$ cat src/hw/rtl/ccfd_pkg.sv
// ----------------------------------------------------------------------------
// Coil command frame driver package
// Shared widths, register defaults, codes and the types passed between the
// frame parser in the top level and the pulse sequencer.
// ----------------------------------------------------------------------------
package ccfd_pkg;

    // Field widths.
    localparam int BYTE_W    = 8;
    localparam int TIMEOUT_W = 10;
    localparam int TICK_W    = 8;
    localparam int FIELD_W   = 9;
    localparam int LEVEL_W   = 18;
    localparam int STATUS_W  = 3;
    localparam int COIL_W    = 4;
    localparam int CFG_IDX_W = 3;
    localparam int CFG_DAT_W = 10;

    // Coils whose two lines fit in the level word.
    localparam int LEVEL_COILS = LEVEL_W / 2;

    // Default coil count.
    localparam int COILS_DEF = 9;

    // Register reset values.
    localparam logic [TIMEOUT_W-1:0] TIMEOUT_RST = 10'd100;
    localparam logic [TICK_W-1:0]    PAUSE_RST   = 8'd10;
    localparam logic [TICK_W-1:0]    DRIVE_RST   = 8'd15;
    localparam logic [BYTE_W-1:0]    HDR1_RST    = 8'hAA;
    localparam logic [BYTE_W-1:0]    HDR2_RST    = 8'h55;
    localparam logic [BYTE_W-1:0]    OFFSET_RST  = 8'h0A;

    // Configuration register indexes.
    typedef enum logic [CFG_IDX_W-1:0] {
        CFG_TIMEOUT = 3'd0,
        CFG_PAUSE   = 3'd1,
        CFG_DRIVE   = 3'd2,
        CFG_HDR1    = 3'd3,
        CFG_HDR2    = 3'd4,
        CFG_OFFSET  = 3'd5
    } t_cfg_idx;

    // Result status codes.
    typedef enum logic [STATUS_W-1:0] {
        ST_NONE       = 3'd0,
        ST_ACCEPTED   = 3'd1,
        ST_BAD_ID     = 3'd2,
        ST_BAD_ACTION = 3'd3,
        ST_TIMEOUT    = 3'd4,
        ST_BUSY_DROP  = 3'd5
    } t_status;

    // Input operation codes.
    typedef enum logic {
        OP_BYTE = 1'b0,
        OP_TICK = 1'b1
    } t_op;

    // Frame match position.
    typedef enum logic [3:0] {
        FP_HUNT = 4'b0001,
        FP_HDR1 = 4'b0010,
        FP_HDR2 = 4'b0100,
        FP_ID   = 4'b1000
    } t_frame_pos;

    // Pulse phase.
    typedef enum logic [2:0] {
        PH_IDLE  = 3'b001,
        PH_PAUSE = 3'b010,
        PH_DRIVE = 3'b100
    } t_phase;

    // Parser to sequencer control for one beat.
    typedef struct packed {
        logic              step;
        logic              tick;
        logic              start;
        logic [COIL_W-1:0] coil;
        logic              dir;
    } t_pulse_ctl;

    // Sequencer status back to the parser and output stage.
    typedef struct packed {
        logic               busy;
        logic               busy_nxt;
        logic [LEVEL_W-1:0] levels_nxt;
    } t_pulse_stat;

endpackage

$ cat src/hw/rtl/ccfd_if.sv
// ----------------------------------------------------------------------------
// Coil command frame driver channels
// Valid/ready channels for input beats, result beats and register writes.
// ----------------------------------------------------------------------------
interface ccfd_in_if import ccfd_pkg::*; ();
    logic              valid;
    logic              ready;
    logic              operation;
    logic [BYTE_W-1:0] rx_byte;

    modport source (output valid, output operation, output rx_byte, input ready);
    modport sink   (input valid, input operation, input rx_byte, output ready);
endinterface

interface ccfd_out_if import ccfd_pkg::*; ();
    logic                      valid;
    logic                      ready;
    logic [LEVEL_W-1:0]        coil_levels;
    logic [STATUS_W-1:0]       status;
    logic signed [FIELD_W-1:0] frame_id;
    logic signed [FIELD_W-1:0] frame_action;
    logic                      busy_res;

    modport source (output valid, output coil_levels, output status, output frame_id,
                    output frame_action, output busy_res, input ready);
    modport sink   (input valid, input coil_levels, input status, input frame_id,
                    input frame_action, input busy_res, output ready);
endinterface

interface ccfd_cfg_if import ccfd_pkg::*; ();
    logic                 valid;
    logic                 ready;
    logic [CFG_IDX_W-1:0] index;
    logic [CFG_DAT_W-1:0] data;

    modport source (output valid, output index, output data, input ready);
    modport sink   (input valid, input index, input data, output ready);
endinterface

$ cat src/hw/rtl/ccfd_pulse.sv
// ----------------------------------------------------------------------------
// Coil pulse sequencer
// Runs the pause and drive phases of one coil pulse on tick beats and gives
// the line levels and busy flag that follow the current beat.
// ----------------------------------------------------------------------------
module ccfd_pulse
    import ccfd_pkg::*;
(
    input  logic              i_clk,
    input  logic              i_rst_n,
    input  t_pulse_ctl        i_ctl,
    input  logic [TICK_W-1:0] i_pause_ticks,
    input  logic [TICK_W-1:0] i_drive_ticks,
    output t_pulse_stat       o_stat
);

    t_phase              r_phase, n_phase;
    logic [TICK_W-1:0]   r_cnt, n_cnt;
    logic [COIL_W-1:0]   r_coil, n_coil;
    logic                r_dir, n_dir;
    logic [TICK_W-1:0]   w_cnt_inc;
    logic [LEVEL_W-1:0]  w_levels;

    assign w_cnt_inc = r_cnt + 1'b1;

    // Phase sequencing: a start loads a new pulse, a tick advances it.
    always_comb begin
        n_phase = r_phase;
        n_cnt   = r_cnt;
        n_coil  = r_coil;
        n_dir   = r_dir;
        if (i_ctl.step && i_ctl.start) begin
            n_coil  = i_ctl.coil;
            n_dir   = i_ctl.dir;
            n_cnt   = '0;
            n_phase = (i_pause_ticks == '0) ? PH_DRIVE : PH_PAUSE;
        end else if (i_ctl.step && i_ctl.tick) begin
            case (r_phase)
                PH_PAUSE: begin
                    if (w_cnt_inc >= i_pause_ticks) begin
                        n_phase = PH_DRIVE;
                        n_cnt   = '0;
                    end else begin
                        n_cnt = w_cnt_inc;
                    end
                end
                PH_DRIVE: begin
                    if (w_cnt_inc >= i_drive_ticks) begin
                        n_phase = PH_IDLE;
                        n_cnt   = '0;
                    end else begin
                        n_cnt = w_cnt_inc;
                    end
                end
                default: begin
                    n_phase = PH_IDLE;
                    n_cnt   = '0;
                end
            endcase
        end
    end

    // Line levels after this beat: action 1 drives the first line.
    always_comb begin
        w_levels = '0;
        for (int k = 0; k < LEVEL_COILS; k++) begin
            if (n_phase == PH_DRIVE && n_coil == COIL_W'(k)) begin
                w_levels[2*k]   = n_dir;
                w_levels[2*k+1] = ~n_dir;
            end
        end
    end

    assign o_stat.busy       = (r_phase != PH_IDLE);
    assign o_stat.busy_nxt   = (n_phase != PH_IDLE);
    assign o_stat.levels_nxt = w_levels;

    // State registers.
    always_ff @(posedge i_clk) begin
        if (!i_rst_n) begin
            r_phase <= PH_IDLE;
            r_cnt   <= '0;
            r_coil  <= '0;
            r_dir   <= 1'b0;
        end else begin
            r_phase <= n_phase;
            r_cnt   <= n_cnt;
            r_coil  <= n_coil;
            r_dir   <= n_dir;
        end
    end

endmodule

$ cat src/hw/rtl/coil_command_frame_driver_core.sv
// ----------------------------------------------------------------------------
// Coil command frame driver
// Matches header/id/action frames in a stream of received bytes and 1 ms
// ticks, checks them, and drives a timed pulse on one coil pair.
// ----------------------------------------------------------------------------
//  Channel    Dir  Handshake     Payload
//  i_in_ch    in   valid/ready   operation, rx_byte
//  o_out_ch   out  valid/ready   coil_levels, status, frame_id, frame_action,
//                                busy_res
//  i_cfg_ch   in   valid/ready   index, data (ready is always high)
//
// Each input beat is held in an input register and resolved from there into
// the result register, so one beat is taken every cycle while results are
// taken. A result stays in the result register until it is taken. While a
// result waits, the input register still takes one more beat, and then
// i_in_ch.ready drops until the result is taken.
// Reset is synchronous and active low; config registers return to defaults.
// A stall on o_out_ch holds the pipeline and backs up to i_in_ch.ready.
// ----------------------------------------------------------------------------
module coil_command_frame_driver_core
    import ccfd_pkg::*;
#(
    parameter int COILS = COILS_DEF
)
(
    input  logic        i_clk,
    input  logic        i_rst_n,
    ccfd_in_if.sink     i_in_ch,
    ccfd_out_if.source  o_out_ch,
    ccfd_cfg_if.sink    i_cfg_ch
);

    // Configuration registers.
    logic [TIMEOUT_W-1:0] r_timeout;
    logic [TICK_W-1:0]    r_pause;
    logic [TICK_W-1:0]    r_drive;
    logic [BYTE_W-1:0]    r_hdr1;
    logic [BYTE_W-1:0]    r_hdr2;
    logic [BYTE_W-1:0]    r_offset;

    // Input register.
    logic                 r_in_vld;
    logic                 r_in_op;
    logic [BYTE_W-1:0]    r_in_byte;

    // Parser state.
    t_frame_pos           r_pos, n_pos;
    logic [BYTE_W-1:0]    r_id, n_id;
    logic [TIMEOUT_W-1:0] r_idle, n_idle;

    // Result register.
    logic                      r_out_vld;
    logic [LEVEL_W-1:0]        r_levels;
    t_status                   r_status, n_status;
    logic signed [FIELD_W-1:0] r_fid, n_fid;
    logic signed [FIELD_W-1:0] r_fact, n_fact;
    logic                      r_busy;

    logic                      w_step;
    logic [TIMEOUT_W-1:0]      w_idle_inc;
    logic signed [FIELD_W-1:0] w_fid;
    logic signed [FIELD_W-1:0] w_fact;
    logic                      w_bad_id;
    logic                      w_bad_act;
    t_pulse_ctl                w_ctl;
    t_pulse_stat               w_stat;

    // Handshakes.
    assign w_step          = r_in_vld && (!r_out_vld || o_out_ch.ready);
    assign i_in_ch.ready   = !r_in_vld || w_step;
    assign i_cfg_ch.ready  = 1'b1;

    // Register writes; unknown indexes are ignored.
    always_ff @(posedge i_clk) begin
        if (!i_rst_n) begin
            r_timeout <= TIMEOUT_RST;
            r_pause   <= PAUSE_RST;
            r_drive   <= DRIVE_RST;
            r_hdr1    <= HDR1_RST;
            r_hdr2    <= HDR2_RST;
            r_offset  <= OFFSET_RST;
        end else if (i_cfg_ch.valid) begin
            case (i_cfg_ch.index)
                CFG_TIMEOUT: r_timeout <= i_cfg_ch.data;
                CFG_PAUSE:   r_pause   <= i_cfg_ch.data[TICK_W-1:0];
                CFG_DRIVE:   r_drive   <= i_cfg_ch.data[TICK_W-1:0];
                CFG_HDR1:    r_hdr1    <= i_cfg_ch.data[BYTE_W-1:0];
                CFG_HDR2:    r_hdr2    <= i_cfg_ch.data[BYTE_W-1:0];
                CFG_OFFSET:  r_offset  <= i_cfg_ch.data[BYTE_W-1:0];
                default: ;
            endcase
        end
    end

    // Input register.
    always_ff @(posedge i_clk) begin
        if (!i_rst_n) begin
            r_in_vld <= 1'b0;
        end else if (i_in_ch.ready) begin
            r_in_vld <= i_in_ch.valid;
        end
    end

    always_ff @(posedge i_clk) begin
        if (i_in_ch.valid && i_in_ch.ready) begin
            r_in_op   <= i_in_ch.operation;
            r_in_byte <= i_in_ch.rx_byte;
        end
    end

    // Decoded fields and their checks.
    assign w_idle_inc = (r_idle == '1) ? r_idle : r_idle + 1'b1;
    assign w_fid      = $signed({1'b0, r_id}) - $signed({1'b0, r_offset});
    assign w_fact     = $signed({1'b0, r_in_byte}) - $signed({1'b0, r_offset});
    assign w_bad_id   = w_fid[FIELD_W-1] || (w_fid[BYTE_W-1:0] >= BYTE_W'(COILS));
    assign w_bad_act  = (w_fact != FIELD_W'(0)) && (w_fact != FIELD_W'(1));

    // Frame parser.
    always_comb begin
        n_pos       = r_pos;
        n_id        = r_id;
        n_idle      = r_idle;
        n_status    = ST_NONE;
        n_fid       = '0;
        n_fact      = '0;
        w_ctl.step  = w_step;
        w_ctl.tick  = (r_in_op == OP_TICK);
        w_ctl.start = 1'b0;
        w_ctl.coil  = w_fid[COIL_W-1:0];
        w_ctl.dir   = w_fact[0];
        if (r_in_op == OP_TICK) begin
            if (r_pos != FP_HUNT) begin
                n_idle = w_idle_inc;
                if (w_idle_inc > r_timeout) begin
                    n_pos    = FP_HUNT;
                    n_status = ST_TIMEOUT;
                end
            end
        end else begin
            n_idle = '0;
            case (r_pos)
                FP_HUNT: begin
                    if (r_in_byte == r_hdr1) n_pos = FP_HDR1;
                end
                FP_HDR1: begin
                    if (r_in_byte == r_hdr2)      n_pos = FP_HDR2;
                    else if (r_in_byte == r_hdr1) n_pos = FP_HDR1;
                    else                          n_pos = FP_HUNT;
                end
                FP_HDR2: begin
                    n_id  = r_in_byte;
                    n_pos = FP_ID;
                end
                default: begin
                    n_fid  = w_fid;
                    n_fact = w_fact;
                    n_pos  = FP_HUNT;
                    if (w_bad_id) begin
                        n_status = ST_BAD_ID;
                    end else if (w_bad_act) begin
                        n_status = ST_BAD_ACTION;
                    end else if (w_stat.busy) begin
                        n_status = ST_BUSY_DROP;
                    end else begin
                        n_status    = ST_ACCEPTED;
                        w_ctl.start = 1'b1;
                    end
                end
            endcase
        end
    end

    // Parser state registers.
    always_ff @(posedge i_clk) begin
        if (!i_rst_n) begin
            r_pos  <= FP_HUNT;
            r_id   <= '0;
            r_idle <= '0;
        end else if (w_step) begin
            r_pos  <= n_pos;
            r_id   <= n_id;
            r_idle <= n_idle;
        end
    end

    ccfd_pulse u_pulse (
        .i_clk         (i_clk),
        .i_rst_n       (i_rst_n),
        .i_ctl         (w_ctl),
        .i_pause_ticks (r_pause),
        .i_drive_ticks (r_drive),
        .o_stat        (w_stat)
    );

    // Result register.
    always_ff @(posedge i_clk) begin
        if (!i_rst_n) begin
            r_out_vld <= 1'b0;
        end else if (w_step) begin
            r_out_vld <= 1'b1;
        end else if (o_out_ch.ready) begin
            r_out_vld <= 1'b0;
        end
    end

    always_ff @(posedge i_clk) begin
        if (w_step) begin
            r_levels <= w_stat.levels_nxt;
            r_status <= n_status;
            r_fid    <= n_fid;
            r_fact   <= n_fact;
            r_busy   <= w_stat.busy_nxt;
        end
    end

    assign o_out_ch.valid        = r_out_vld;
    assign o_out_ch.coil_levels  = r_levels;
    assign o_out_ch.status       = r_status;
    assign o_out_ch.frame_id     = r_fid;
    assign o_out_ch.frame_action = r_fact;
    assign o_out_ch.busy_res     = r_busy;

endmodule

$ cat src/flat_wrapper.sv
// flat-port wrapper written by rule: the top's interface ports become plain ports
module coil_command_frame_driver_core_flat import ccfd_pkg::*;
#(
    parameter int COILS = COILS_DEF
)
  (i_clk, i_rst_n, i_in_ch_valid, i_in_ch_operation, i_in_ch_rx_byte, i_in_ch_ready, o_out_ch_valid, o_out_ch_coil_levels, o_out_ch_status, o_out_ch_frame_id, o_out_ch_frame_action, o_out_ch_busy_res, o_out_ch_ready, i_cfg_ch_valid, i_cfg_ch_index, i_cfg_ch_data, i_cfg_ch_ready);
  ccfd_in_if i_in_ch_i ();
  ccfd_out_if o_out_ch_i ();
  ccfd_cfg_if i_cfg_ch_i ();
  input  logic i_clk;
  input  logic i_rst_n;
  input wire logic [$bits(i_in_ch_i.valid)-1:0] i_in_ch_valid;
  input wire logic [$bits(i_in_ch_i.operation)-1:0] i_in_ch_operation;
  input wire logic [$bits(i_in_ch_i.rx_byte)-1:0] i_in_ch_rx_byte;
  output wire logic [$bits(i_in_ch_i.ready)-1:0] i_in_ch_ready;
  output wire logic [$bits(o_out_ch_i.valid)-1:0] o_out_ch_valid;
  output wire logic [$bits(o_out_ch_i.coil_levels)-1:0] o_out_ch_coil_levels;
  output wire logic [$bits(o_out_ch_i.status)-1:0] o_out_ch_status;
  output wire logic [$bits(o_out_ch_i.frame_id)-1:0] o_out_ch_frame_id;
  output wire logic [$bits(o_out_ch_i.frame_action)-1:0] o_out_ch_frame_action;
  output wire logic [$bits(o_out_ch_i.busy_res)-1:0] o_out_ch_busy_res;
  input wire logic [$bits(o_out_ch_i.ready)-1:0] o_out_ch_ready;
  input wire logic [$bits(i_cfg_ch_i.valid)-1:0] i_cfg_ch_valid;
  input wire logic [$bits(i_cfg_ch_i.index)-1:0] i_cfg_ch_index;
  input wire logic [$bits(i_cfg_ch_i.data)-1:0] i_cfg_ch_data;
  output wire logic [$bits(i_cfg_ch_i.ready)-1:0] i_cfg_ch_ready;
  assign i_in_ch_i.valid = i_in_ch_valid;
  assign i_in_ch_i.operation = i_in_ch_operation;
  assign i_in_ch_i.rx_byte = i_in_ch_rx_byte;
  assign i_in_ch_ready = i_in_ch_i.ready;
  assign o_out_ch_valid = o_out_ch_i.valid;
  assign o_out_ch_coil_levels = o_out_ch_i.coil_levels;
  assign o_out_ch_status = o_out_ch_i.status;
  assign o_out_ch_frame_id = o_out_ch_i.frame_id;
  assign o_out_ch_frame_action = o_out_ch_i.frame_action;
  assign o_out_ch_busy_res = o_out_ch_i.busy_res;
  assign o_out_ch_i.ready = o_out_ch_ready;
  assign i_cfg_ch_i.valid = i_cfg_ch_valid;
  assign i_cfg_ch_i.index = i_cfg_ch_index;
  assign i_cfg_ch_i.data = i_cfg_ch_data;
  assign i_cfg_ch_ready = i_cfg_ch_i.ready;
  coil_command_frame_driver_core #(.COILS(COILS)) u_core (.i_clk(i_clk), .i_rst_n(i_rst_n), .i_in_ch(i_in_ch_i), .o_out_ch(o_out_ch_i), .i_cfg_ch(i_cfg_ch_i));
endmodule
$ cat config.mk
export PLATFORM = sky130hd
export DESIGN_NAME = coil_command_frame_driver_core_flat
export DESIGN_NICKNAME = d
export VERILOG_FILES = /design/src/hw/rtl/ccfd_pkg.sv /design/src/hw/rtl/ccfd_if.sv /design/src/hw/rtl/ccfd_pulse.sv /design/src/hw/rtl/coil_command_frame_driver_core.sv /design/src/flat_wrapper.sv
export SDC_FILE = /design/constraint.sdc
export NUM_CORES = 1
export LEC_CHECK = 0
export ABC_AREA = 1
export BUFFER_PORTS_ARGS = -buffer_cell sky130_fd_sc_hd__buf_2
export CORE_ASPECT_RATIO = 1.4
export CORE_MARGIN = 5
export CORE_UTILIZATION = 41
export CTS_BUF_LIST = sky130_fd_sc_hd__clkbuf_16
export DETAILED_ROUTE_END_ITERATION = 8
export PLACE_DENSITY = 0.63
export REMOVE_ABC_BUFFERS = 1
export SLEW_MARGIN = 15
export SYNTH_ARGS = -nofsm -noshare
export SYNTH_HDL_FRONTEND = slang
export SYNTH_SLANG_ARGS = --single-unit
$ cat constraint.sdc
create_clock -name i_clk -period 2.6 [get_ports i_clk]
set_input_delay 0.26 -clock i_clk [delete_from_list [all_inputs] [get_ports i_clk]]
set_output_delay 0.26 -clock i_clk [all_outputs]
set_load 0.1 [all_outputs]
# == Word level (Yosys, flattened, before mapping) ==
# Cells that the tools add are included.
# totals
word_cells,141
ff_bits,139
output_inout_bits,43
in_bits,27
# op_classes
order_cmp,4
n_bitwise,3
add_sub_neg,4
n_reduce_logical,36
n_eq_ne,29
muxes,35
# op_table
op,count
3-bit 2-to-1 mux,12
10-bit 2-to-1 mux,3
4-bit 2-to-1 mux,6
"4-bit by 3-bit == test with 1-bit output, second input constant",5
8-bit by 8-bit subtractor with 9-bit output,2
8-bit == test,2
8-bit greater-or-equal comparator,2
8-bit 2-to-1 mux,2
8-bit one-hot mux with 2 select lines,1
1-bit logical AND,14
2-bit AND reduction,7
"3-bit == test, second input constant",4
"4-bit by 2-bit == test with 1-bit output, second input constant",3
4-bit one-hot mux with 3 select lines,1
"10-bit by 1-bit adder with 10-bit output, second input constant",1
"10-bit == test, second input constant",1
10-bit > comparator,1
"3-bit by 2-bit == test with 1-bit output, second input constant",3
"3-bit by 1-bit inequality test with 1-bit output, second input constant",3
"9-bit by 2-bit inequality test with 1-bit output, second input constant",1
9-bit nonzero test,1
"8-bit by 1-bit adder with 8-bit output, second input constant",1
"4-bit by 1-bit == test with 1-bit output, second input constant",2
"8-bit by 4-bit greater-or-equal comparator with 1-bit output, second input constant",1
19 further kinds,32

# == Depth between registers and ports, before layout ==
# Gate-level depths: netlist of the first run.
# depth
ltp_word,11
ltp_mapped,20
depth_no_buf,20

# == Hierarchy ==
# A second synthesis of the first run with hierarchy kept.
# unflattened
hier_cells,958
area_unflattened_um2,7589.8
# by_module_without_submodules
mod,area_per_inst_um2,instances,seq_area_each_um2,cells_per_inst
coil_command_frame_driver_core,5943.2,1,2952.8,722
ccfd_pulse,1646.6,1,320.3,236

# == Least setup slack after synthesis of the first run ==
# Ideal clock, no wire load.
# synth_path
path_type,flip-flop to flip-flop
startpoint,"reg u_core.r_out_vld, in the netlist u_core.o_out_ch.valid"
endpoint,"reg u_core.r_levels[0], in the netlist u_core.o_out_ch.coil_levels[0], data pin"
setup_ps,253
synth_period_minus_slack_ps,3267
path_slack_ps,-667
stages_incl_launch_ff,13
path_buffers,2
t_required_ps,2347
t_arrival_ps,3014
cell_sequence,dfxtp_1 nand2_1 nand2_1 inv_1 nand2_1 nor2_4 nand3_1 buf_4 inv_1 nor2_1 nor2_1 buf_4 nor2_1
# synth_lines
element,line,source
"start, declared",coil_command_frame_driver_core.sv:52,logic r_out_vld;
"start signal, assigned",coil_command_frame_driver_core.sv:198,r_out_vld <= 1'b0;
"start signal, assigned",coil_command_frame_driver_core.sv:200,r_out_vld <= 1'b1;
"start signal, assigned",coil_command_frame_driver_core.sv:202,r_out_vld <= 1'b0;
"end signal, assigned",coil_command_frame_driver_core.sv:208,r_levels <= w_stat.levels_nxt;
"end, declared",coil_command_frame_driver_core.sv:53,logic [LEVEL_W-1:0] r_levels;

# == Worst setup path after layout of the first run ==
# layout_path
startpoint,reg u_core.r_in_byte[0]
endpoint,"reg u_core.r_levels[9], in the netlist u_core.o_out_ch.coil_levels[9], data pin"
# layout_via
elab_chain_cells,11
word_cells_on_any_way,16
cone_classes,add/sub: 1; eq/ne: 3; mux: 7; bitwise: 1; reduce/logical: 4
# layout_rtl
element,line,source
"start, declared",coil_command_frame_driver_core.sv:44,logic [BYTE_W-1:0] r_in_byte;
"start signal, assigned",coil_command_frame_driver_core.sv:107,r_in_byte <= i_in_ch.rx_byte;
8-bit by 8-bit subtractor with 9-bit output *,coil_command_frame_driver_core.sv:114,"assign w_fact = $signed({1'b0, r_in_byte}) - $signed({1'b0, r_offset});"
9-bit by 2-bit inequality test with 1-bit output or 9-bit nonzero test (tied branches),coil_command_frame_driver_core.sv:116,assign w_bad_act = (w_fact != FIELD_W'(0)) && (w_fact != FIELD_W'(1));
1-bit logical AND,coil_command_frame_driver_core.sv:116,
1-bit 2-to-1 mux,coil_command_frame_driver_core.sv:160,end else if (w_bad_act) begin
1-bit 2-to-1 mux,coil_command_frame_driver_core.sv:158,if (w_bad_id) begin
1-bit 2-to-1 mux,coil_command_frame_driver_core.sv:141,case (r_pos)
1-bit 2-to-1 mux,coil_command_frame_driver_core.sv:131,if (r_in_op == OP_TICK) begin
1-bit logical AND,ccfd_pulse.sv:32,if (i_ctl.step && i_ctl.start) begin
4-bit 2-to-1 mux or 3-bit 2-to-1 mux (tied branches),ccfd_pulse.sv:32,
4-bit by 3-bit == test with 1-bit output or 3-bit == test (tied branches),ccfd_pulse.sv:67,if (n_phase == PH_DRIVE && n_coil == COIL_W'(k)) begin
1-bit logical AND,ccfd_pulse.sv:67,
# Every way passes the cells marked *; elsewhere a longest branch is shown, timed or not.
# A chain may end at the register's enable or synchronous reset.

==> results.py, run 1 <==
metrics = {
    "synth": {
        "synth_cells": 944,
        "syn_area_um2": 7310,
        "ys_seq_elements": 139,
        "synth.top_cells.by_area": "dfxtp_1 (25%), edfxtp_1 (20%), nand2_1 (11%)",
        "avgSynthCellArea_um2": 7.75,
        "synthDominantCellAreaShare_pct": 24.6,
        "synth_warnings": 0,
        "synth_top_cell_by_area": "dfxtp_1",
        "ys_types": 37,
        "yosysSeqAreaShare_pct": 44.8,
    },
    "sta": {
        "final_min_period_over_clock_period_pct": 110,
        "timing.final.hold_violations": 0,
        "worst_clock_skew_ps": 9.40,
        "fin_hold_ws_ps": 17.6,
        "timing.final.setup_violations": 26,
        "tightestPinTransition_ps": 787,
        "fin_crit_ps": 2850,
        "maxSlewHeadroom_pct": 47.1,
        "finalSetupTns_ps": -3870,
        "setup_slack_ps": -255,
        "achievable-frequency_mhz": 350,
        "slew_violations": 0,
        "rsz0062_at_grt": "true",
    },
    "clock_network": {
        "clockBufferDepth": 2,
        "cts_tree": "yes",
        "clock-root-buffer": "clkbuf_16",
        "clk_latency_worst_skew_pair_ps": 420,
        "ctsHtreeMaxLevel": 4,
        "cts_inserted_buffers": 17,
        "cts.sink_count": 139,
        "clkSlewWorstSetupHoldPaths_ps": 60,
    },
    "worst_setup_path": {
        "worst-path-max-fanout": 5,
        "path_cells": "inv_2, ha_4, inv_4, fa_2, nand3_2, nand2_2, nand2_2, nand3_2, buf_6, nor2_4, nand3_4, nor2_4, buf_4, nand3_1, nand2_2, nand2_2, nor2_2, nand2_2, nor2_1",
        "critical_path_class": "register to register",
        "worst-endpoint-arrival_ps": 3140,
        "crit_path_end_kind": "register",
        "critPathRequiredTime_ps": 2890,
        "cpMostUsedCell": "nand2_2",
        "setup.worst_path.start_class": "register",
        "cpPeakStageDelay_ps": 390,
        "worst_path_slowest_cell": "edfxtp_1",
    },
    "pwr": {
        "worst_ir_drop_vdd_mv": 0.439,
        "p_leak_uw": 0.00470,
        "totalPowerFinal_uw": 5710,
        "pwr_density_cell_nw_per_um2": 566,
    },
    "route": {
        "wl_mm": 18.6,
        "antenna_violation_net_count_after_detailed_routing": 0,
        "wl_per_cell_um": 13.4,
        "detail_route.first_pass.iterations": 6,
        "vias": 6675,
        "initialDrtViolationCount": 454,
        "post_drt_via_cell_ratio": 4.81,
        "drt_drc_violations_left": 0,
    },
    "layout": {
        "layout.cells.most_common_list": "nand2_1 (184), inv_1 (120), buf_4 (111)",
        "nNetsFinal": 1212,
        "final_layout_size_suffix_gt1_share_pct": 31.1,
        "n_antenna_cell": 0,
        "layout.cells.most_common": "nand2_1",
        "finish.cell_count_without_fillers": 1388,
        "flow.area_growth_from_synthesis_pct": 37.9,
    },
    "die": {
        "die_h_um": 168,
        "floorplan.io_pins": 70,
        "core_area_um2": 17500,
        "die_area_um2": 20600,
        "initial_utilization_pct": 41.8,
        "die_x_um": 123,
        "rows": 57,
    },
    "global_routing": {
        "gr-total-overflow": 0,
        "initial_antenna_violation_count": 1,
        "globalRouteTotalUtil_pct": 18.5,
        "maximum_number_of_pins_on_one_net_before_global_route_repair": 50,
        "number_of_global_route_vias_before_repair": 6418,
        "grt_pass1_wl_mm": 30.4,
    },
    "placement": {
        "port-buffer-count": 68,
        "gp_congestion": 0.860,
        "dp_hpwl_mm": 13.3,
        "pre_cts_ws_ps": -404,
        "numPlacedInstances": 1334,
    },
    "status": {
        "violations": "setup timing",
        "status": "finished with violations",
    },
    "run": {
        "maxCapViolations": 0,
    },
    "hold_path": {
        "hold_class": "primary input to register",
    },
}
==> critical path, delay by kind of cell (launching register included) <==
kind	cells	cell delay, ps
AND/OR/NAND/NOR	13	1380
adder cells (fa/ha/maj)	2	520
flip-flops	1	390
buffers and inverters	4	410
==> cell families (layout without fill, tap and decap cells) <==
kind of cell	Yosys count	in the layout	share of synthesized area, %
adder cells (fa/ha/maj)	46	46	8.08
other	1	1	0.0513
AO/OA/AOI/OAI	132	132	9.91
AND/OR/NAND/NOR	444	445	25.5
buffers and inverters	151	358	7.91
multiplexers	1	1	0.154
XOR/XNOR	30	30	3.59
flip-flops	139	139	44.8
==> where the power goes <==
| part | leakage [µW] | switching, µW | internal [µW] |
|---|---|---|---|
| clock | 0.000320 | 916 | 1690 |
| sequential | 0.00121 | 28.6 | 2320 |
| combinational | 0.00317 | 521 | 242 |
| total | 0.00470 | 1470 | 4240 |
==> worst paths after layout <==
check                                         start                        endpoint  slack [ps]  cells past startpoint
worst max register to register  u_core.r_in_byte[0]  u_core.o_out_ch.coil_levels[9]        -250                     19
worst min-delay path             i_in_ch_rx_byte[5]             u_core.r_in_byte[5]          20                      1
worst min register to register    u_core.r_drive[5]               u_core.r_drive[5]         460                      2
worst max-delay path            u_core.r_in_byte[0]  u_core.o_out_ch.coil_levels[9]        -250                     19
==> Yosys cell counts (all sizes together) <==
library cell,number
ha,44
o2111ai,2
inv,130
xnor2,14
buf,3
nor3,10
fa,2
a22oi,4
a211oi,1
clkbuf,17
dfxtp,90
o31ai,2
o21bai,1
clkinv,1
nand4,14
mux2,1
o21a,2
a31oi,1
a21oi,59
or2,4
edfxtp,49
nand3b,2
nor4,5
o21ai,48
nand3,55
xor2,16
and3b,1
nand2,220
o211ai,12
nor2,133
conb,1
==> layout make-up <==
| cell class | instances | area, µm² |
|---|---|---|
| Fill cell | 1532 | 7390 |
| Multi-Input combinational cell | 655 | 4010 |
| Sequential cell | 139 | 3290 |
| Timing Repair Buffer | 195 | 1360 |
| Inverter | 131 | 502 |
| Clock buffer | 17 | 425 |
| Tap cell | 236 | 295 |
| Clock inverter | 15 | 208 |
==> sequential cells by signal, summed over array words and instances, names as in the netlist, 9 cells and up <==
| register | count |
|---|---|
| u_core.o_out_ch.frame_id | 9 |
| u_core.r_idle | 10 |
| u_core.r_timeout | 10 |
| u_core.o_out_ch.frame_action | 9 |
| u_core.o_out_ch.coil_levels | 18 |
==> through the flow <==
stage               utilization [%]  cell area, µm²
floorplan                         -            7230
global placement               49.6            8670
detailed placement             49.6            8670
CTS                            56.3            9830
global route                   57.7           10100
finish                         57.7           10100
==> metal layers <==
metal  up-vias  share of wire [%]  track usage, %
li1       3469                  -               -
met1      3024                 42            22.1
met2       141                 51            31.7
met3        39                4.5            4.43
met4         2                2.8            7.21
met5         -              0.070               0
==> timing repair <==
action | CTS | global route
cloned | 1 | 0
setup buffers | 11 | 7
setup endpoints to repair | 40 | 41
pin swaps | 53 | 35
hold buffers | 2 | 2
endpoints found under the hold margin | 2 | 2
resized for setup | 100 | 56
No activity file was read; power rests on OpenSTA's default activity.
==> inputs of run 2 (changes only) <==
Settings changed: BUFFER_PORTS_ARGS -buffer_cell sky130_fd_sc_hd__buf_2 to not set, DONT_BUFFER_PORTS set to 1, PLACE_DENSITY 0.63 to 0.57.
Clock period 2.6 ns to 2.9 ns, I/O delays scaled along.
==> run 2 against run 1 <==
Net effect: the flow now finishes without violations; critical path depth is 2 lower; critical endpoint is now u_core.o_out_ch.status[2]; via count is 4.3% lower; maximum frequency is 2.7% higher; largest cell class unchanged; critical path type unchanged.
==> results.py, run 2 (synthesis results as in run 1) <==
metrics = {
    "layout": {
        "nNetsFinal": 1116,
        "n_fill_cell": 1661,
        "n_antenna_cell": 0,
        "layout.cells.most_common": "nand2_1",
        "finalInstanceArea_um2": 9340,
        "finish.cell_count_without_fillers": 1292,
        "largest_register_ffs": 18,
        "layout.cells.most_common_list": "nand2_1 (194), inv_1 (121), nor2_1 (117)",
        "flow.area_growth_from_synthesis_pct": 27.8,
        "final_layout_size_suffix_gt1_share_pct": 20.0,
    },
    "global_routing": {
        "number_of_global_route_vias_before_repair": 6100,
        "gr-usage-met2_pct": 33.9,
        "maximum_number_of_pins_on_one_net_before_global_route_repair": 43,
        "globalRouteTotalUtil_pct": 18.8,
        "grt_pass1_wl_mm": 30.2,
        "grtUsageMet1_pct": 21.3,
        "gr-total-overflow": 0,
        "grt_busiest_layer": "met2",
        "initial_antenna_violation_count": 0,
        "globalRouteMet3Util_pct": 4.36,
    },
    "route": {
        "initialDrtViolationCount": 376,
        "vias": 6385,
        "drt_drc_violations_left": 0,
        "post_drt_via_cell_ratio": 4.94,
        "wl_per_cell_um": 14.9,
        "detail_route.first_pass.iterations": 5,
        "wl_mm": 19.2,
        "antenna_violation_net_count_after_detailed_routing": 0,
    },
    "placement": {
        "placed_cell_area_um2": 8020,
        "numPlacedInstances": 1226,
        "gp_congestion": 0.840,
        "port-buffer-count": 0,
        "dp_hpwl_mm": 13.3,
    },
    "clock_network": {
        "clock-root-buffer": "clkbuf_16",
        "clkSlewWorstSetupHoldPaths_ps": 60,
        "cts_inserted_buffers": 17,
        "cts_tree": "yes",
        "cts.sink_count": 139,
        "clk_latency_worst_skew_pair_ps": 420,
        "ctsHtreeMaxLevel": 4,
        "clockBufferDepth": 2,
    },
    "hold_path": {
        "hold_class": "primary input to register",
    },
    "pwr": {
        "worst_ir_drop_vdd_mv": 0.388,
        "clock_power_share_pct": 44.0,
        "p_leak_uw": 0.00423,
        "power.share.sequential_pct": 47.0,
        "p_comb_share_pct": 8.9,
        "switching_share_pct": 27.5,
        "cell_internal_pwr_uw": 3510,
        "pwr_density_cell_nw_per_um2": 518,
        "p_sw_uw": 1330,
        "totalPowerFinal_uw": 4840,
    },
    "worst_setup_path": {
        "crit_path_end_kind": "register",
        "setup.worst_path.start_class": "register",
        "worst-path-max-fanout": 4,
        "critPathRequiredTime_ps": 3140,
        "critical_path_class": "register to register",
        "worst-endpoint-arrival_ps": 3020,
    },
    "sta": {
        "slew_violations": 0,
        "achievable-frequency_mhz": 360,
        "timing.final.setup_violations": 0,
        "final_min_period_over_clock_period_pct": 95.9,
        "fin_hold_ws_ps": 16.4,
        "tightestPinTransition_ps": 910,
        "timing.final.hold_violations": 0,
        "fin_crit_ps": 2780,
        "finalSetupTns_ps": 0,
        "rsz0062_at_grt": "true",
        "worst_clock_skew_ps": 10.2,
        "maxSlewHeadroom_pct": 39.5,
    },
    "die": {
        "die_x_um": 123,
        "floorplan.io_pins": 70,
        "core_area_um2": 17500,
        "rows": 57,
        "die_area_um2": 20600,
        "die_h_um": 168,
        "initial_utilization_pct": 41.8,
    },
    "status": {
        "status": "finished clean",
    },
    "run": {
        "maxCapViolations": 0,
    },
}
## run 2: cell types whose count changed in the layout (fill, tap and decap cells not counted), moves of 8 or more
cell / change
nor2_2: -10
ha_4: -8
ha_1: +9
nand2_1: +10
buf_2: -68
nand2_2: -13
dlygate4sd3_1: +15
nor2_1: +8
buf_4: -38
## run 2: power groups by stage
stage | Clock [µW] | Sequential (µW) | Combinational [µW]
2_1_floorplan | 0 | 2320 | 232
3_3_place_gp | 0 | 2320 | 345
3_5_place_dp | 0 | 2320 | 349
4_1_cts | 2170 | 2280 | 394
5_1_grt | 2260 | 2280 | 485
6_report | 2130 | 2280 | 432
## run 2: critical path: stages (launching register included)
cell and delay (ps):
dfxtp_2 350, ha_4 160, nand3_4 90, nor2_4 100, nand3_2 90, nor2_4 120, nand2_4 80, buf_6 130
nand2_4 50, nor2_2 40, xor2_2 150, ha_1 320, buf_4 110, a21oi_1 60, o2111ai_1 220, nand2_2 130
buf_4 150, o31ai_1 230
## run 2: final timing paths
kind                startpoint                        end  slack, ps  cells after the start
max           u_core.r_idle[1]  u_core.o_out_ch.status[2]        120                     17
max reg2reg   u_core.r_idle[1]  u_core.o_out_ch.status[2]        120                     17
min                    i_rst_n           u_core.r_hdr2[7]         20                      2
min reg2reg  u_core.r_drive[4]          u_core.r_drive[4]        460                      2
## run 2: timing repair
| action | 4_1_cts | 5_1_grt |
|---|---|---|
| resized for setup | 19 | 96 |
| pin swaps | 12 | 43 |
| cloned | 2 | 0 |
| hold buffers | 19 | 1 |
| setup endpoints to repair | 23 | 32 |
| setup buffers | 2 | 10 |
| hold endpoints to repair | 51 | 1 |
## run 2: through the flow
| step | setup WS, ps | util (%) |
|---|---|---|
| final | 120 | 53.5 |
| after global routing | -94.5 | 53.5 |
| after CTS | 12.8 | 50.8 |
| after detailed placement | -163 | 45.9 |
| after global placement | -104 | 45.9 |
| after floorplan | -626 | - |
## run 2: layout make-up
class	instances	area (µm²)	area share, %
multi-input combinational	656	3880	41.5
tap	236	295	3.16
timing repair buffer	98	815	8.72
inverter	131	494	5.29
sequential	139	3280	35.1
clock inverter	15	151	1.62
clock buffer	17	425	4.55
## run 2: layer usage
layer  up-vias  share of wire, %
li1       3274                 -
met5         -                 0
met2       140                52
met1      2944                42
met3        27               4.2
met4         0               1.9
==> inputs of run 3 (changes only) <==
Settings changed: ABC_AREA 1 to not set.
==> run 3 against run 2 <==
Net effect: critical endpoint is now u_core.r_pos[2]; wire length rose by 11%; clock skew barely moved; combinational power fell by 5.8%; register-to-register slack got worse by 210 ps; the flow now finishes with violations (setup timing).
==> results.py, run 3 <==
metrics = {
    "status": {
        "violations": "setup timing",
        "status": "finished with violations",
    },
    "sta": {
        "worst_clock_skew_ps": 10.5,
        "tightestPinTransition_ps": 1150,
        "finalSetupTns_ps": -91.4,
        "slew_violations": 0,
        "maxSlewHeadroom_pct": 23.3,
        "timing.final.hold_violations": 0,
        "achievable-frequency_mhz": 335,
        "fin_crit_ps": 2990,
        "setup_slack_ps": -88.1,
        "rsz0062_at_grt": "true",
        "final_min_period_over_clock_period_pct": 103,
        "timing.final.setup_violations": 2,
    },
    "worst_setup_path": {
        "critPathRequiredTime_ps": 3220,
        "ff2ff_setup_slack_ps": -90,
        "setup.worst_path.start_class": "register",
        "worst-endpoint-arrival_ps": 3310,
        "crit_path_end_kind": "register",
        "worst-path-max-fanout": 6,
        "critical_path_class": "register to register",
    },
    "clock_network": {
        "clk_latency_worst_skew_pair_ps": 430,
        "cts_tree": "yes",
        "ctsHtreeMaxLevel": 4,
        "cts_inserted_buffers": 17,
        "clockBufferDepth": 2,
        "clock-root-buffer": "clkbuf_16",
        "clkSlewWorstSetupHoldPaths_ps": 60,
        "cts.sink_count": 139,
    },
    "placement": {
        "pre_cts_ws_ps": -308,
        "dp_hpwl_mm": 14.5,
        "gp_congestion": 0.895,
        "port-buffer-count": 0,
    },
    "synth": {
        "synth.top_cells.by_area": "dfxtp_1 (24%), edfxtp_1 (19%), ha_1 (7.3%)",
        "ys_seq_elements": 139,
        "ys_top_cells_by_count": "nand2_1 (145), dfxtp_1 (90), a21oi_1 (67)",
        "synth_warnings": 0,
        "synth_cells": 867,
        "avgSynthCellArea_um2": 8.74,
        "syn_area_um2": 7570,
        "synth_ff_type": "dfxtp_1",
        "synth_edf_count": 49,
        "yosysSeqAreaShare_pct": 43.2,
        "ys_types": 67,
        "synthDominantCellAreaShare_pct": 23.8,
        "synth_top_cell_by_area": "dfxtp_1",
        "post-synth-top-count-cell": "nand2_1",
        "async_set_or_reset_register_ratio_after_synthesis_pct": 0,
    },
    "route": {
        "post_drt_via_cell_ratio": 5.39,
        "vias": 6649,
        "detail_route.first_pass.iterations": 5,
        "drt_drc_violations_left": 0,
        "antenna_violation_net_count_after_detailed_routing": 0,
        "wl_mm": 21.3,
        "wl_per_cell_um": 17.2,
        "initialDrtViolationCount": 319,
    },
    "global_routing": {
        "gr-total-overflow": 0,
        "number_of_global_route_vias_before_repair": 6355,
        "grt_pass1_wl_mm": 32.9,
        "globalRouteTotalUtil_pct": 19.2,
        "initial_antenna_violation_count": 0,
        "maximum_number_of_pins_on_one_net_before_global_route_repair": 60,
    },
    "pwr": {
        "totalPowerFinal_uw": 4730,
        "p_leak_uw": 0.00384,
        "worst_ir_drop_vdd_mv": 0.285,
        "pwr_density_cell_nw_per_um2": 475,
    },
    "layout": {
        "flow.area_growth_from_synthesis_pct": 31.5,
        "layout.cells.most_common": "nand2_1",
        "n_antenna_cell": 0,
        "nNetsFinal": 1054,
        "largest_register_ffs": 18,
        "final_layout_size_suffix_gt1_share_pct": 22.0,
        "layout.cells.most_common_list": "nand2_1 (142), dfxtp_1 (84), buf_4 (78)",
    },
    "die": {
        "die_x_um": 125,
        "rows": 58,
        "core_area_um2": 18100,
        "die_area_um2": 21300,
        "floorplan.io_pins": 70,
        "die_h_um": 171,
        "initial_utilization_pct": 41.9,
    },
    "run": {
        "maxCapViolations": 0,
    },
    "hold_path": {
        "hold_class": "primary input to register",
    },
}
==> run 3: metrics by stage <==
stage          utilization (%)  std cells  hold WS (ps)  cell area (µm²)
2_1_floorplan                -        835           362             7440
3_3_place_gp              45.9       1146           371             8290
3_5_place_dp              45.9       1146           374             8290
4_1_cts                   52.1       1220        0.0534             9420
5_1_grt                   55.1       1234          29.4             9960
6_report                  55.1       1234          29.0             9960
==> run 3: final cells by class <==
type | instances | area, µm²
Multi-Input combinational cell | 647 | 4510
Sequential cell | 139 | 3280
Tap cell | 240 | 300
Fill cell | 1642 | 8110
Clock buffer | 18 | 450
Inverter | 51 | 191
Clock inverter | 14 | 108
Timing Repair Buffer | 125 | 1120
==> run 3: final timing paths <==
check / startpoint / endpoint / cells past startpoint
max: u_core.r_idle[6] / u_core.r_pos[2] / 14
min: i_cfg_ch_data[1] / u_core.r_offset[1] / 2
max reg2reg: u_core.r_idle[6] / u_core.r_pos[2] / 14
min reg2reg: u_core.r_timeout[7] / u_core.r_timeout[7] / 2
==> run 3: kinds of logic (layout without fill, tap and decap cells) <==
kind of cell             count (synthesis)  count (layout)  synth area share (%)
multiplexers                             9               9                  1.22
flip-flops                             139             139                  43.2
other                                    1               1                0.0495
XOR/XNOR                                39              39                  4.51
AND/OR/NAND/NOR                        360             362                  22.7
AO/OA/AOI/OAI                          190             190                  16.3
adder cells (fa/ha/maj)                 46              46                  7.80
buffers and inverters                   83             208                  4.23
==> run 3: report_power, final <==
| group | switching [µW] | internal [µW] | total (µW) |
|---|---|---|---|
| clock | 896 | 1160 | 2060 |
| sequential | 198 | 2070 | 2270 |
| combinational | 237 | 169 | 407 |
| total | 1330 | 3400 | 4730 |
==> run 3: layer usage <==
| metal | GRT usage, % | up-vias | wire (µm) |
|---|---|---|---|
| met2 | 34.1 | 152 | 10700 |
| met5 | 0 | - | 0 |
| met1 | 23.0 | 3145 | 9180 |
| li1 | - | 3310 | - |
| met4 | 7.92 | 0 | 569 |
| met3 | 3.62 | 42 | 850 |
==> run 3: critical path: stages (launching register included) <==
cell and delay [ps]:
dfxtp_2 330, nand3_2 100, or4_4 550, nor3b_4 180, nor2b_4 130, xor2_1 140, ha_1 310, a21o_1 160
a21o_1 180, a21oi_2 120, o21ai_2 80, a31oi_2 190, buf_4 180, nor4_2 50, o21a_1 200
==> run 3: what timing repair did <==
action	CTS	global route
buffers inserted	2	11
hold buffers	39	0
pin swaps	15	52
setup endpoints to repair	39	41
cloned	1	3
gates resized for setup	33	92
hold endpoints to repair	66	0
